**src/rtl/core/hufw_pkg.sv**
```systemverilog
// ----------------------------------------------------------------------------
// hufw_pkg
// Shared types and constants of the tree-walk Huffman decoder.
// ----------------------------------------------------------------------------
package hufw_pkg;

  localparam int unsigned NODE_W        = 6;
  localparam int unsigned SYM_W         = 8;
  localparam int unsigned COUNT_W       = 32;
  localparam int unsigned OP_W          = 2;
  localparam int unsigned BYTE_W        = 8;
  localparam int unsigned TOP_BIT       = 7;
  localparam int unsigned BITS_PER_BYTE = TOP_BIT + 1;
  localparam int unsigned BIT_CNT_W     = $clog2(BITS_PER_BYTE + 1);
  localparam int unsigned ENTRY_W       = 2 * NODE_W + SYM_W;
  localparam int unsigned CFG_IDX_W     = 1;
  localparam int unsigned CFG_DATA_W    = 32;

  typedef enum logic [OP_W-1:0] {
    OP_LOAD    = 2'd0,
    OP_DECODE  = 2'd1,
    OP_RESTART = 2'd2
  } op_t;

  typedef enum logic [CFG_IDX_W-1:0] {
    REG_ROOT_INDEX       = 1'b0,
    REG_MAX_OUTPUT_COUNT = 1'b1
  } reg_idx_t;

  typedef enum logic {
    ST_IDLE,
    ST_WALK
  } state_t;

  typedef struct packed {
    logic [NODE_W-1:0] left;
    logic [NODE_W-1:0] right;
    logic [SYM_W-1:0]  symbol;
  } node_t;

  // walk -> result stage
  typedef struct packed {
    logic               push;
    logic               flush;
    logic [SYM_W-1:0]   symbol;
    logic [COUNT_W-1:0] count;
  } emit_t;

endpackage

```
**src/rtl/core/hufw_cfg_if.sv**
```systemverilog
// ----------------------------------------------------------------------------
// hufw_cfg_if
// Register write channel: index and data with a valid/ready handshake.
// ----------------------------------------------------------------------------
interface hufw_cfg_if;
  import hufw_pkg::*;

  logic                  valid;
  logic                  ready;
  logic [CFG_IDX_W-1:0]  reg_index;
  logic [CFG_DATA_W-1:0] wdata;

  modport source (output valid, output reg_index, output wdata, input ready);
  modport sink   (input valid, input reg_index, input wdata, output ready);
endinterface

```
**src/rtl/core/hufw_in_if.sv**
```systemverilog
// ----------------------------------------------------------------------------
// hufw_in_if
// Input item channel: node loads, data bytes and stream restarts.
// ----------------------------------------------------------------------------
interface hufw_in_if;
  import hufw_pkg::*;

  logic              valid;
  logic              ready;
  logic [OP_W-1:0]   operation;
  logic [NODE_W-1:0] node_addr;
  logic [NODE_W-1:0] node_left;
  logic [NODE_W-1:0] node_right;
  logic [SYM_W-1:0]  node_symbol;
  logic [BYTE_W-1:0] data_byte;

  modport source (output valid, output operation, output node_addr, output node_left,
                  output node_right, output node_symbol, output data_byte, input ready);
  modport sink   (input valid, input operation, input node_addr, input node_left,
                  input node_right, input node_symbol, input data_byte, output ready);
endinterface

```
**src/rtl/core/hufw_out_if.sv**
```systemverilog
// ----------------------------------------------------------------------------
// hufw_out_if
// Result channel: decoded symbol, running count and end-of-byte mark.
// ----------------------------------------------------------------------------
interface hufw_out_if;
  import hufw_pkg::*;

  logic               valid;
  logic               ready;
  logic [SYM_W-1:0]   symbol;
  logic [COUNT_W-1:0] output_count;
  logic               last;

  modport source (output valid, output symbol, output output_count, output last,
                  input ready);
  modport sink   (input valid, input symbol, input output_count, input last,
                  output ready);
endinterface

```
**src/rtl/core/hufw_ram.sv**
```systemverilog
// ----------------------------------------------------------------------------
// hufw_ram
// Generic single-write, single-read RAM with registered read data.
// ----------------------------------------------------------------------------
module hufw_ram #(
  parameter int WIDTH = 8,
  parameter int DEPTH = 64
) (
  input  logic                     clk,
  input  logic                     we,
  input  logic [$clog2(DEPTH)-1:0] waddr,
  input  logic [WIDTH-1:0]         wdata,
  input  logic                     re,
  input  logic [$clog2(DEPTH)-1:0] raddr,
  output logic [WIDTH-1:0]         rdata
);

  logic [WIDTH-1:0] mem [DEPTH];

  always_ff @(posedge clk) begin
    if (we) begin
      mem[waddr] <= wdata;
    end
    if (re) begin
      rdata <= mem[raddr];
    end
  end

endmodule

```
**src/rtl/core/hufw_walk.sv**
```systemverilog
// ----------------------------------------------------------------------------
// hufw_walk
// Node table and bit-serial tree walk: one data bit shifts out per cycle,
// held by root fetches and output stalls; each bit picks the child read next.
// ----------------------------------------------------------------------------
module hufw_walk #(
  parameter int NODE_COUNT = 64
) (
  input  logic                          clk,
  input  logic                          rst,
  hufw_in_if.sink                       in_ch,
  input  logic [hufw_pkg::NODE_W-1:0]   root_index,
  input  logic [hufw_pkg::COUNT_W-1:0]  max_count,
  input  logic                          res_ready,
  output hufw_pkg::emit_t               emit
);
  import hufw_pkg::*;

  localparam int AW = $clog2(NODE_COUNT);

  state_t                 state, state_next;
  logic [NODE_W-1:0]      cur_node;
  logic [BYTE_W-1:0]      shreg;
  logic [BIT_CNT_W-1:0]   bits_left;
  logic                   check_pending;
  logic [COUNT_W-1:0]     count;
  logic                   rd_in_range;
  logic [ENTRY_W-1:0]     rd_data;
  node_t                  entry;
  node_t                  load_entry;

  logic                   accept;
  logic                   leaf_hit;
  logic                   more_bits;
  logic [NODE_W-1:0]      child;
  logic                   we;
  logic                   re;
  logic [NODE_W-1:0]      raddr_node;
  logic                   do_step;
  logic                   do_emit;

  function automatic logic in_table(input logic [NODE_W-1:0] n);
    return 32'(n) < NODE_COUNT;
  endfunction

  assign accept     = in_ch.valid && in_ch.ready;
  assign entry      = rd_in_range ? node_t'(rd_data) : '0;
  assign leaf_hit   = check_pending && (entry.symbol != '0) && (count < max_count);
  assign more_bits  = bits_left != '0;
  assign child      = shreg[BYTE_W-1] ? entry.right : entry.left;

  assign load_entry = '{left: in_ch.node_left, right: in_ch.node_right,
                        symbol: in_ch.node_symbol};
  assign we         = accept && (in_ch.operation == OP_LOAD) && in_table(in_ch.node_addr);

  hufw_ram #(
    .WIDTH (ENTRY_W),
    .DEPTH (NODE_COUNT)
  ) u_table (
    .clk   (clk),
    .we    (we),
    .waddr (AW'(in_ch.node_addr)),
    .wdata (load_entry),
    .re    (re),
    .raddr (AW'(raddr_node)),
    .rdata (rd_data)
  );

  // next state
  always_comb begin
    state_next = state;
    case (state)
      ST_IDLE: begin
        if (accept && (in_ch.operation == OP_DECODE)) begin
          state_next = ST_WALK;
        end
      end
      ST_WALK: begin
        if (!leaf_hit && !more_bits && res_ready) begin
          state_next = ST_IDLE;
        end
      end
      default: state_next = ST_IDLE;
    endcase
  end

  // outputs
  always_comb begin
    in_ch.ready = 1'b0;
    re          = 1'b0;
    raddr_node  = cur_node;
    do_step     = 1'b0;
    do_emit     = 1'b0;
    emit.push   = 1'b0;
    emit.flush  = 1'b0;
    emit.symbol = entry.symbol;
    emit.count  = count + COUNT_W'(1);
    case (state)
      ST_IDLE: begin
        in_ch.ready = 1'b1;
        if (accept && (in_ch.operation == OP_DECODE)) begin
          re = 1'b1;
        end
      end
      ST_WALK: begin
        if (leaf_hit) begin
          // emit and fetch the root entry for the next bit; hold when blocked
          if (res_ready) begin
            do_emit    = 1'b1;
            emit.push  = 1'b1;
            re         = 1'b1;
            raddr_node = root_index;
          end
        end else if (more_bits) begin
          do_step    = 1'b1;
          re         = 1'b1;
          raddr_node = child;
        end else begin
          emit.flush = 1'b1;
        end
      end
      default: ;
    endcase
  end

  always_ff @(posedge clk) begin
    if (rst) begin
      state         <= ST_IDLE;
      cur_node      <= '0;
      count         <= '0;
      check_pending <= 1'b0;
      bits_left     <= '0;
    end else begin
      state <= state_next;
      if (accept) begin
        case (in_ch.operation)
          OP_RESTART: begin
            cur_node <= root_index;
            count    <= '0;
          end
          OP_DECODE: begin
            bits_left     <= BIT_CNT_W'(BITS_PER_BYTE);
            check_pending <= 1'b0;
          end
          default: ;
        endcase
      end
      if (do_step) begin
        cur_node      <= child;
        bits_left     <= bits_left - BIT_CNT_W'(1);
        check_pending <= 1'b1;
      end
      if (do_emit) begin
        cur_node      <= root_index;
        count         <= count + COUNT_W'(1);
        check_pending <= 1'b0;
      end
    end
  end

  always_ff @(posedge clk) begin
    if (accept && (in_ch.operation == OP_DECODE)) begin
      shreg <= in_ch.data_byte;
    end else if (do_step) begin
      shreg <= {shreg[BYTE_W-2:0], 1'b0};
    end
    // nodes past the table read as an inner node with both children zero
    if (re) begin
      rd_in_range <= in_table(raddr_node);
    end
  end

endmodule

```
**src/rtl/core/hufw_result.sv**
```systemverilog
// ----------------------------------------------------------------------------
// hufw_result
// Result staging: one symbol is held back until the next symbol or the end of
// the byte shows whether it is the last, then moves to the output register.
// ----------------------------------------------------------------------------
module hufw_result (
  input  logic            clk,
  input  logic            rst,
  input  hufw_pkg::emit_t emit,
  output logic            res_ready,
  hufw_out_if.source      out_ch
);
  import hufw_pkg::*;

  logic               pend_valid;
  logic [SYM_W-1:0]   pend_sym;
  logic [COUNT_W-1:0] pend_count;
  logic               out_valid;
  logic [SYM_W-1:0]   out_sym;
  logic [COUNT_W-1:0] out_count;
  logic               out_last;

  logic               out_free;
  logic               push_ok;
  logic               move;

  assign out_free  = !out_valid || out_ch.ready;
  assign res_ready = !pend_valid || out_free;
  assign push_ok   = emit.push && res_ready;
  assign move      = pend_valid && out_free && (emit.push || emit.flush);

  assign out_ch.valid        = out_valid;
  assign out_ch.symbol       = out_sym;
  assign out_ch.output_count = out_count;
  assign out_ch.last         = out_last;

  always_ff @(posedge clk) begin
    if (rst) begin
      pend_valid <= 1'b0;
      out_valid  <= 1'b0;
    end else begin
      if (move) begin
        out_valid <= 1'b1;
      end else if (out_ch.valid && out_ch.ready) begin
        out_valid <= 1'b0;
      end
      if (push_ok) begin
        pend_valid <= 1'b1;
      end else if (move) begin
        pend_valid <= 1'b0;
      end
    end
  end

  always_ff @(posedge clk) begin
    if (move) begin
      out_sym   <= pend_sym;
      out_count <= pend_count;
      // a flush means no further symbol follows in this byte
      out_last  <= emit.flush;
    end
    if (push_ok) begin
      pend_sym   <= emit.symbol;
      pend_count <= emit.count;
    end
  end

endmodule

```
**src/rtl/core/huffman_tree_walk_decoder_top.sv**
```systemverilog
// Load, restart and ignored items complete in the cycle they are taken.
// A data byte keeps the input busy until its walk ends: one table read per bit, one
// root read per emitted symbol (up to 8 symbols), plus output stalls.
// Each symbol reaches the output when the next one is found or the byte ends.
// Reset (rst, synchronous) clears walk position, count, registers and handshakes;
// the node table is not cleared and needs no sweep.
// ----------------------------------------------------------------------------
// huffman_tree_walk_decoder_top
// Huffman decoder walking a loaded code tree one data bit per cycle, save for stalls.
// ----------------------------------------------------------------------------
module huffman_tree_walk_decoder_top #(
  parameter int NODE_COUNT = 64
) (
  input  logic        clk,
  input  logic        rst,
  hufw_cfg_if.sink    cfg_ch,
  hufw_in_if.sink     in_ch,
  hufw_out_if.source  out_ch
);
  import hufw_pkg::*;

  logic [NODE_W-1:0]  root_index;
  logic [COUNT_W-1:0] max_count;
  logic               res_ready;
  emit_t              emit;

  assign cfg_ch.ready = 1'b1;

  always_ff @(posedge clk) begin
    if (rst) begin
      root_index <= '0;
      max_count  <= '0;
    end else if (cfg_ch.valid && cfg_ch.ready) begin
      case (cfg_ch.reg_index)
        REG_ROOT_INDEX:       root_index <= cfg_ch.wdata[NODE_W-1:0];
        REG_MAX_OUTPUT_COUNT: max_count  <= cfg_ch.wdata[COUNT_W-1:0];
        default: ;
      endcase
    end
  end

  hufw_walk #(
    .NODE_COUNT (NODE_COUNT)
  ) u_walk (
    .clk        (clk),
    .rst        (rst),
    .in_ch      (in_ch),
    .root_index (root_index),
    .max_count  (max_count),
    .res_ready  (res_ready),
    .emit       (emit)
  );

  hufw_result u_result (
    .clk       (clk),
    .rst       (rst),
    .emit      (emit),
    .res_ready (res_ready),
    .out_ch    (out_ch)
  );

endmodule

```
**src/flat_wrapper.sv**
```systemverilog
// flat-port wrapper written by rule: the top's interface ports become plain ports
module huffman_tree_walk_decoder_top_flat import hufw_pkg::*;
#(
  parameter int NODE_COUNT = 64
)
  (clk, rst, cfg_ch_valid, cfg_ch_reg_index, cfg_ch_wdata, cfg_ch_ready, in_ch_valid, in_ch_operation, in_ch_node_addr, in_ch_node_left, in_ch_node_right, in_ch_node_symbol, in_ch_data_byte, in_ch_ready, out_ch_valid, out_ch_symbol, out_ch_output_count, out_ch_last, out_ch_ready);
  hufw_cfg_if cfg_ch_i ();
  hufw_in_if in_ch_i ();
  hufw_out_if out_ch_i ();
  input  logic clk;
  input  logic rst;
  input wire logic [$bits(cfg_ch_i.valid)-1:0] cfg_ch_valid;
  input wire logic [$bits(cfg_ch_i.reg_index)-1:0] cfg_ch_reg_index;
  input wire logic [$bits(cfg_ch_i.wdata)-1:0] cfg_ch_wdata;
  output wire logic [$bits(cfg_ch_i.ready)-1:0] cfg_ch_ready;
  input wire logic [$bits(in_ch_i.valid)-1:0] in_ch_valid;
  input wire logic [$bits(in_ch_i.operation)-1:0] in_ch_operation;
  input wire logic [$bits(in_ch_i.node_addr)-1:0] in_ch_node_addr;
  input wire logic [$bits(in_ch_i.node_left)-1:0] in_ch_node_left;
  input wire logic [$bits(in_ch_i.node_right)-1:0] in_ch_node_right;
  input wire logic [$bits(in_ch_i.node_symbol)-1:0] in_ch_node_symbol;
  input wire logic [$bits(in_ch_i.data_byte)-1:0] in_ch_data_byte;
  output wire logic [$bits(in_ch_i.ready)-1:0] in_ch_ready;
  output wire logic [$bits(out_ch_i.valid)-1:0] out_ch_valid;
  output wire logic [$bits(out_ch_i.symbol)-1:0] out_ch_symbol;
  output wire logic [$bits(out_ch_i.output_count)-1:0] out_ch_output_count;
  output wire logic [$bits(out_ch_i.last)-1:0] out_ch_last;
  input wire logic [$bits(out_ch_i.ready)-1:0] out_ch_ready;
  assign cfg_ch_i.valid = cfg_ch_valid;
  assign cfg_ch_i.reg_index = cfg_ch_reg_index;
  assign cfg_ch_i.wdata = cfg_ch_wdata;
  assign cfg_ch_ready = cfg_ch_i.ready;
  assign in_ch_i.valid = in_ch_valid;
  assign in_ch_i.operation = in_ch_operation;
  assign in_ch_i.node_addr = in_ch_node_addr;
  assign in_ch_i.node_left = in_ch_node_left;
  assign in_ch_i.node_right = in_ch_node_right;
  assign in_ch_i.node_symbol = in_ch_node_symbol;
  assign in_ch_i.data_byte = in_ch_data_byte;
  assign in_ch_ready = in_ch_i.ready;
  assign out_ch_valid = out_ch_i.valid;
  assign out_ch_symbol = out_ch_i.symbol;
  assign out_ch_output_count = out_ch_i.output_count;
  assign out_ch_last = out_ch_i.last;
  assign out_ch_i.ready = out_ch_ready;
  huffman_tree_walk_decoder_top #(.NODE_COUNT(NODE_COUNT)) u_core (.clk(clk), .rst(rst), .cfg_ch(cfg_ch_i), .in_ch(in_ch_i), .out_ch(out_ch_i));
endmodule
```
**config.mk**
```make
export PLATFORM = sky130hd
export DESIGN_NAME = huffman_tree_walk_decoder_top_flat
export DESIGN_NICKNAME = d
export VERILOG_FILES = /design/src/rtl/core/hufw_pkg.sv /design/src/rtl/core/hufw_cfg_if.sv /design/src/rtl/core/hufw_in_if.sv /design/src/rtl/core/hufw_out_if.sv /design/src/rtl/core/hufw_ram.sv /design/src/rtl/core/hufw_walk.sv /design/src/rtl/core/hufw_result.sv /design/src/rtl/core/huffman_tree_walk_decoder_top.sv /design/src/flat_wrapper.sv
export SDC_FILE = /design/constraint.sdc
export NUM_CORES = 2
export LEC_CHECK = 0
export BUFFER_PORTS_ARGS = -buffer_cell sky130_fd_sc_hd__buf_4
export CORE_UTILIZATION = 41
export DETAILED_ROUTE_END_ITERATION = 12
export SLEW_MARGIN = 0
export SYNTH_ARGS = -nofsm -noshare
export SYNTH_HDL_FRONTEND = slang
export SYNTH_SLANG_ARGS = --single-unit
```
**constraint.sdc**
```tcl
create_clock -name clk -period 3.43 [get_ports clk]
set_input_delay 0.686 -clock clk [delete_from_list [all_inputs] [get_ports clk]]
set_output_delay 0.686 -clock clk [all_outputs]
set_load 0.02 [all_outputs]
```
Word-level counts from Yosys, hierarchy flattened
Memory sizes are Yosys's and may differ from the RTL's. A register that Yosys moved wholly into a read port is not among the register bits.
Cells that the tools add are included.

storage, ports and cells
  bits in registers = 173
  memory bits (writable) = 1280
  output and inout bits = 44
  word-level logic and storage cells = 100
  memories kept = 1

operators by class
  add/subtract/negate cells = 2
  magnitude comparators = 1
  eq/ne operators = 2
  multiplexer cells = 41
  bitwise operators = 2
  reduce and logical (&&, ||, !) cells = 36

memories
  memory                     depth  width  rd ports  clocked after Yosys merged registers in  write ports  RTL line        text
  u_core.u_walk.u_table.mem  64     20     1         1                                        1            hufw_ram.sv:18  logic [WIDTH-1:0] mem [DEPTH];

operators with widths
  operator                 number
  $mux W32                 3
  $mux W6                  9
  $add A32 B1 Y32 const B  1
  $lt A32 B32 Y1           1
  $mux W1                  21
  $mux W8                  2
  $reduce_bool A2 Y1       7
  $mux W4                  3
  $logic_and A1 B1 Y1      11
  $reduce_and A2 Y1        5
  $reduce_bool A8 Y1       1
  $reduce_bool A3 Y1       2
  $logic_not A1 Y1         4
  $pmux W1 S2              2
  $reduce_bool A4 Y1       1
  $sub A4 B1 Y4 const B    1
  $logic_or A1 B1 Y1       3
  $eq A2 B1 Y1 const B     1
  $eq A2 B2 Y1 const B     1
  $logic_not A2 Y1         1
  $mux W2                  1
  $not A1 Y1               2
  $reduce_or A2 Y1         1

Logic depth before layout (Yosys ltp)
  depth after elaboration = 10
  mapped depth = 18
  gate-level depth less buffers = 13

Cells and area by module
Synthesis repeated with hierarchy kept, for this count alone.

second synthesis, totals
  cell total of the unflattened synthesis = 3010
  area total of the unflattened synthesis = 57946.8 um2

modules (own cells, without submodules)
  module                         instances  cells an instance  area an instance (um2)
  hufw_ram                       1          2243               49695.2
  hufw_walk                      1          504                3915.0
  hufw_result                    1          93                 2538.7
  huffman_tree_walk_decoder_top  1          170                1798.0

Worst setup path after synthesis
OpenSTA, ideal clock, no wires.

  path type = reg-to-reg
  from = register u_core.u_walk.count[23]
  to = register u_core.u_walk.count[24]
  setup time = 72 ps
  data arrival time = 3546 ps
  data required time = 3358 ps
  slack = -188 ps
  stages on the path, launching flop included = 12
  path buffers = 1
  clock period less this slack = 3618 ps
  cells stage by stage = dfxtp_1 -> ha_1 -> a21oi_1 -> o21ai_1 -> a221oi_2 -> nand3_1 -> nor2_1 -> nand2_1 -> clkinv_1 -> clkbuf_1 -> a22oi_1 -> nor2_1

on the way
  cells in the longest elaborated chain, start to end = 6

RTL lines
  what                                 RTL line          text
  start, declared                      hufw_walk.sv:26   logic [COUNT_W-1:0] count;
  start signal, assigned               hufw_walk.sv:155  count <= count + COUNT_W'(1);
  $lt A32 B32 Y1                       hufw_walk.sv:48   assign leaf_hit = check_pending && (entry.symbol != '0) && (count < max_count);
  $logic_and A1 B1 Y1                  hufw_walk.sv:48
  $mux W1                              hufw_walk.sv:106  if (leaf_hit) begin
  $mux W1                              hufw_walk.sv:98   case (state)
  $reduce_bool A2 Y1 (no source line)  n/a
  $reduce_and A2 Y1 (no source line)   n/a

Parallel ways exist; a longest one is shown, timed or not.
A chain may end at the register's enable or synchronous reset.

Worst setup path in the final report
  from = register u_core.max_count[25]
  to = register u_core.u_walk.u_table.rdata[18] (read register of u_core.u_walk.u_table.mem), data pin

on the way
  cells in the longest elaborated chain, start to end = 4

RTL lines
  what                                           RTL line                             text
  start, declared                                huffman_tree_walk_decoder_top.sv:23  logic [COUNT_W-1:0] max_count;
  start signal, assigned                         huffman_tree_walk_decoder_top.sv:36  REG_MAX_OUTPUT_COUNT: max_count <= cfg_ch.wdata[COUNT_W-1:0];
  $lt A32 B32 Y1 *                               hufw_walk.sv:48
  $logic_and A1 B1 Y1 *                          hufw_walk.sv:48
  $mux W1 / $mux W6 (equally long branches)      hufw_walk.sv:106
  $pmux W1 S2 / $mux W6 (equally long branches)  hufw_walk.sv:98
  end, declared                                  hufw_ram.sv:15                       output logic [WIDTH-1:0] rdata

Mark *: on every way between the ends. The rest lies on a longest branch, timed or not.

==> flow_metrics.env <==
export IMPL_syn_num_nets=4171
export IMPL_drc=22
export IMPL_grt_remaining_overflow=0
export IMPL_n_antenna_cell=0
export IMPL_wl_per_cell_um=24.75
export IMPL_violations="DRC, setup timing"
export IMPL_core_um2=143700
export IMPL_clk_latency_ns=0.77
export IMPL_p_leak_nw=27.14
export IMPL_status="finished, violations left"
export IMPL_dr_first_iter_drc_count=3941
export IMPL_drive_above_1_share_pct=23.95
export IMPL_hold_class="input pin to flop"
export IMPL_grt_pass1_wl_um=237300
export IMPL_io_pins=118
export IMPL_synth_area_um2=59420
export IMPL_clk_pin_slew_ns=0.06
export IMPL_period_share_pct=118.0
export IMPL_dp_cells=6296
export IMPL_die_area_um2=146500
export IMPL_port_buffers=116
export IMPL_clk_path_buf_depth=3
export IMPL_synthFlopType="edfxtp_1"
export IMPL_setup_slack_ns=-0.6177
export IMPL_final_antenna_net_count=0
export IMPL_synth_warnings=0
export IMPL_critical_path_endpoint_type="flop"
export IMPL_grt_pass1_vias=35350
export IMPL_cts_buffers=158
export IMPL_yosysMostFrequentCell="edfxtp_1"
export IMPL_via_count=36980
export IMPL_rrSetupSlack_ns=-0.62
export IMPL_synth_edff_count=1389
export IMPL_rsz0062_at_grt="yes"
export IMPL_dr_pass1_iters=10
export IMPL_place_gp_congestion=0.8670
export IMPL_root_buffer="clkbuf_16"
export IMPL_max_slew_margin_pct=34.80
export IMPL_multi_input_comb_area_um2=15840
export IMPL_slew_viol_final=0
export IMPL_vias_per_cell=5.571
export IMPL_synth_common_cells="edfxtp_1 (1389), nand2_1 (635), mux2i_1 (397)"
export IMPL_yosysTopAreaCell="edfxtp_1"
export IMPL_period_needed_ns=4.048
export IMPL_critPathRequiredTime_ns=3.93
export IMPL_cts_tree="done"
export IMPL_fmax_mhz=247.1
export IMPL_grt_use_total_pct=21.93
export IMPL_totalWireLength_um=164300
export IMPL_fillers=12060
export IMPL_synth_cell_types=67
export IMPL_critPathArrivalTime_ns=4.55
export IMPL_synth_top_area_share_pct=70.20
export IMPL_syn_inst=4063
export IMPL_fin_skew_ns=0.02407
export IMPL_ff_latch_area_um2=43410
export IMPL_preCtsSetupSlack_ns=-0.7831
export IMPL_placementRows=139
export IMPL_detailed_place_hpwl_um=97710
export IMPL_die_y_um=382.7
export IMPL_async_flop_share_pct=0
export IMPL_antenna_found_initial=5
export IMPL_ys_seq_area_share_pct=73.03
export IMPL_h_tree_depth=4
export IMPL_hold_viol_final=0
export IMPL_area_growth_pct=23.21
export IMPL_power_density_nw_per_um2=516.6
export IMPL_nNetsFinal=4720
export IMPL_max_slew_worst_pin_slew_ns=0.9781
export IMPL_fin_util_pct=50.96
export IMPL_place_area_um2=66190
export IMPL_cts_sinks=1473
export IMPL_fin_cells=6637
export IMPL_peakVddDrop_mv=0.3999
export IMPL_critPathLaunchType="flop"
export IMPL_syn_avg_cell_area_um2=14.62
export IMPL_worstPathMaxFanout=14
export IMPL_path_class="flop to flop"
export IMPL_ys_ff_latch=1473
export IMPL_setup_violations_final=20
export IMPL_grt_max_degree=85
export IMPL_fp_dieW_um=382.7
export IMPL_start_util_pct=41.36
export IMPL_final_area_um2=73210
export IMPL_drv_cap=0
export IMPL_synthTopCellsByArea="edfxtp_1 (70%), mux2i_1 (6.7%), nand2_1 (4.0%), dfxtp_1 (2.8%), a21oi_1 (2.3%)"
-- per-layer routing --
layer  global-route usage [%]  vias to the layer above  wire [um]  share of wire (%)
met5                        0                        -         23              0.014
met4                    6.578                        4       4439                2.7
met3                    3.673                      253      12210                7.4
met2                    34.06                     1468      75910                 46
met1                    31.58                    18620      71710                 44
li1                         -                    16630          -                  -
-- stage by stage --
| step | setup TNS, ns | total power [mW] | hold slack, ns |
|---|---|---|---|
| floorplan | 0 | 20.72 | 0.4003 |
| global placement | -12.09 | 21.63 | 0.4033 |
| detailed placement | -12.25 | 21.64 | 0.4045 |
| CTS | -9.372 | 38.03 | 0.1126 |
| global route | -16.14 | 38.86 | 0.1476 |
| finish | -11.36 | 37.82 | 0.1743 |
-- repair_timing --
item	in CTS	in global routing
gates resized for setup	140	115
pin swaps	27	41
cloned	7	8
setup endpoints to repair	20	38
setup buffers	13	32
hold buffers	0	0
endpoints found under the hold margin	0	0
-- cell usage in the layout (no fill, tap or decap), types with 25 or more instances in the layout --
master     Yosys  layout
buf_12         0      75
a21oi_2        1      28
a21oi_1      273     242
buf_4         28     514
nor2_2         1      68
a221oi_1      76      64
mux2i_1      397     381
nor3_1        55      32
nor2_1       138      70
a311o_1       38      38
and3_1        28      27
a211oi_1     112      91
nand3_1       62      61
dfxtp_1       84      72
clkbuf_1     115      32
clkinv_1       1      37
edfxtp_1    1389    1389
clkbuf_16      0     173
inv_1         43      39
a22oi_1       53      45
nand4_1       29      29
a21o_1        26      25
nor2b_1       95      95
nand2_1      635     629
-- sequential cells by signal, summed over array words and instances, names as in the netlist, 4 cells and up --
name	count
u_core.u_walk.u_table.mem	1280
u_core.u_walk.cur_node	6
u_core.u_result.pend_count	32
u_core.u_walk.shreg	8
u_core.u_result.out_ch.output_count	32
u_core.u_result.pend_sym	8
u_core.u_result.out_ch.symbol	8
u_core.u_walk.bits_left	4
u_core.u_walk.count	32
u_core.u_walk.u_table.rdata	20
u_core.max_count	32
u_core.root_index	6
-- path summary, 6_finish.rpt --
| kind | startpoint | endpoint | depth (start not counted) |
|---|---|---|---|
| worst max-delay path | u_core.max_count[25]$_SDFFE_PP0P_ | u_core.u_walk.u_table.rdata[18]$_DFFE_PP_ | 18 |
| worst min-delay path | cfg_ch_wdata[22] | u_core.max_count[22]$_SDFFE_PP0P_ | 3 |
| worst max register to register | u_core.max_count[25]$_SDFFE_PP0P_ | u_core.u_walk.u_table.rdata[18]$_DFFE_PP_ | 18 |
| worst min register to register | u_core.u_result.pend_count[22]$_DFFE_PP_ | u_core.u_result.out_ch.output_count[22]$_DFFE_PP_ | 0 |
-- critical path, stage by stage (launching register included) --
cell and delay, ns:
dfxtp_2 0.33, inv_1 0.06, ha_4 0.26, nand4_1 0.25, nor4_2 0.37, inv_2 0.11, a211oi_2 0.22, buf_4 0.16
a311oi_4 0.04, buf_8 0.18, buf_12 0.16, clkbuf_16 0.18, buf_4 0.14, clkbuf_16 0.17, a211oi_1 0.24, a311oi_1 0.08
or3_1 0.40, a31oi_2 0.30, a22oi_1 0.11
-- logic make-up after synthesis --
kind of cell    count (synthesis)  share of synthesized area [%]
simple gates                 1100                          8.193
other cells                     1                       0.006311
buf+inv                       298                          2.422
xor+xnor                       30                         0.4422
mux                           406                          6.858
flops                        1473                          73.03
compound gates                721                          8.337
fa+ha+maj                      34                         0.7159
-- cell type report --
type | instances | area share [%]
Tap cell | 1903 | 3.252
Sequential cell | 1473 | 59.29
Multi-Input combinational cell | 2292 | 21.64
Timing Repair Buffer | 643 | 8.841
Inverter | 44 | 0.2256
Clock inverter | 85 | 0.9588
Clock buffer | 197 | 5.789
-- power by group --
part	total, mW	switching [mW]	internal [mW]
logic	1.70	1.10	0.604
registers	19.7	0.0255	19.7
clock network	16.4	6.84	9.55
No activity file was read; power rests on OpenSTA's default activity.
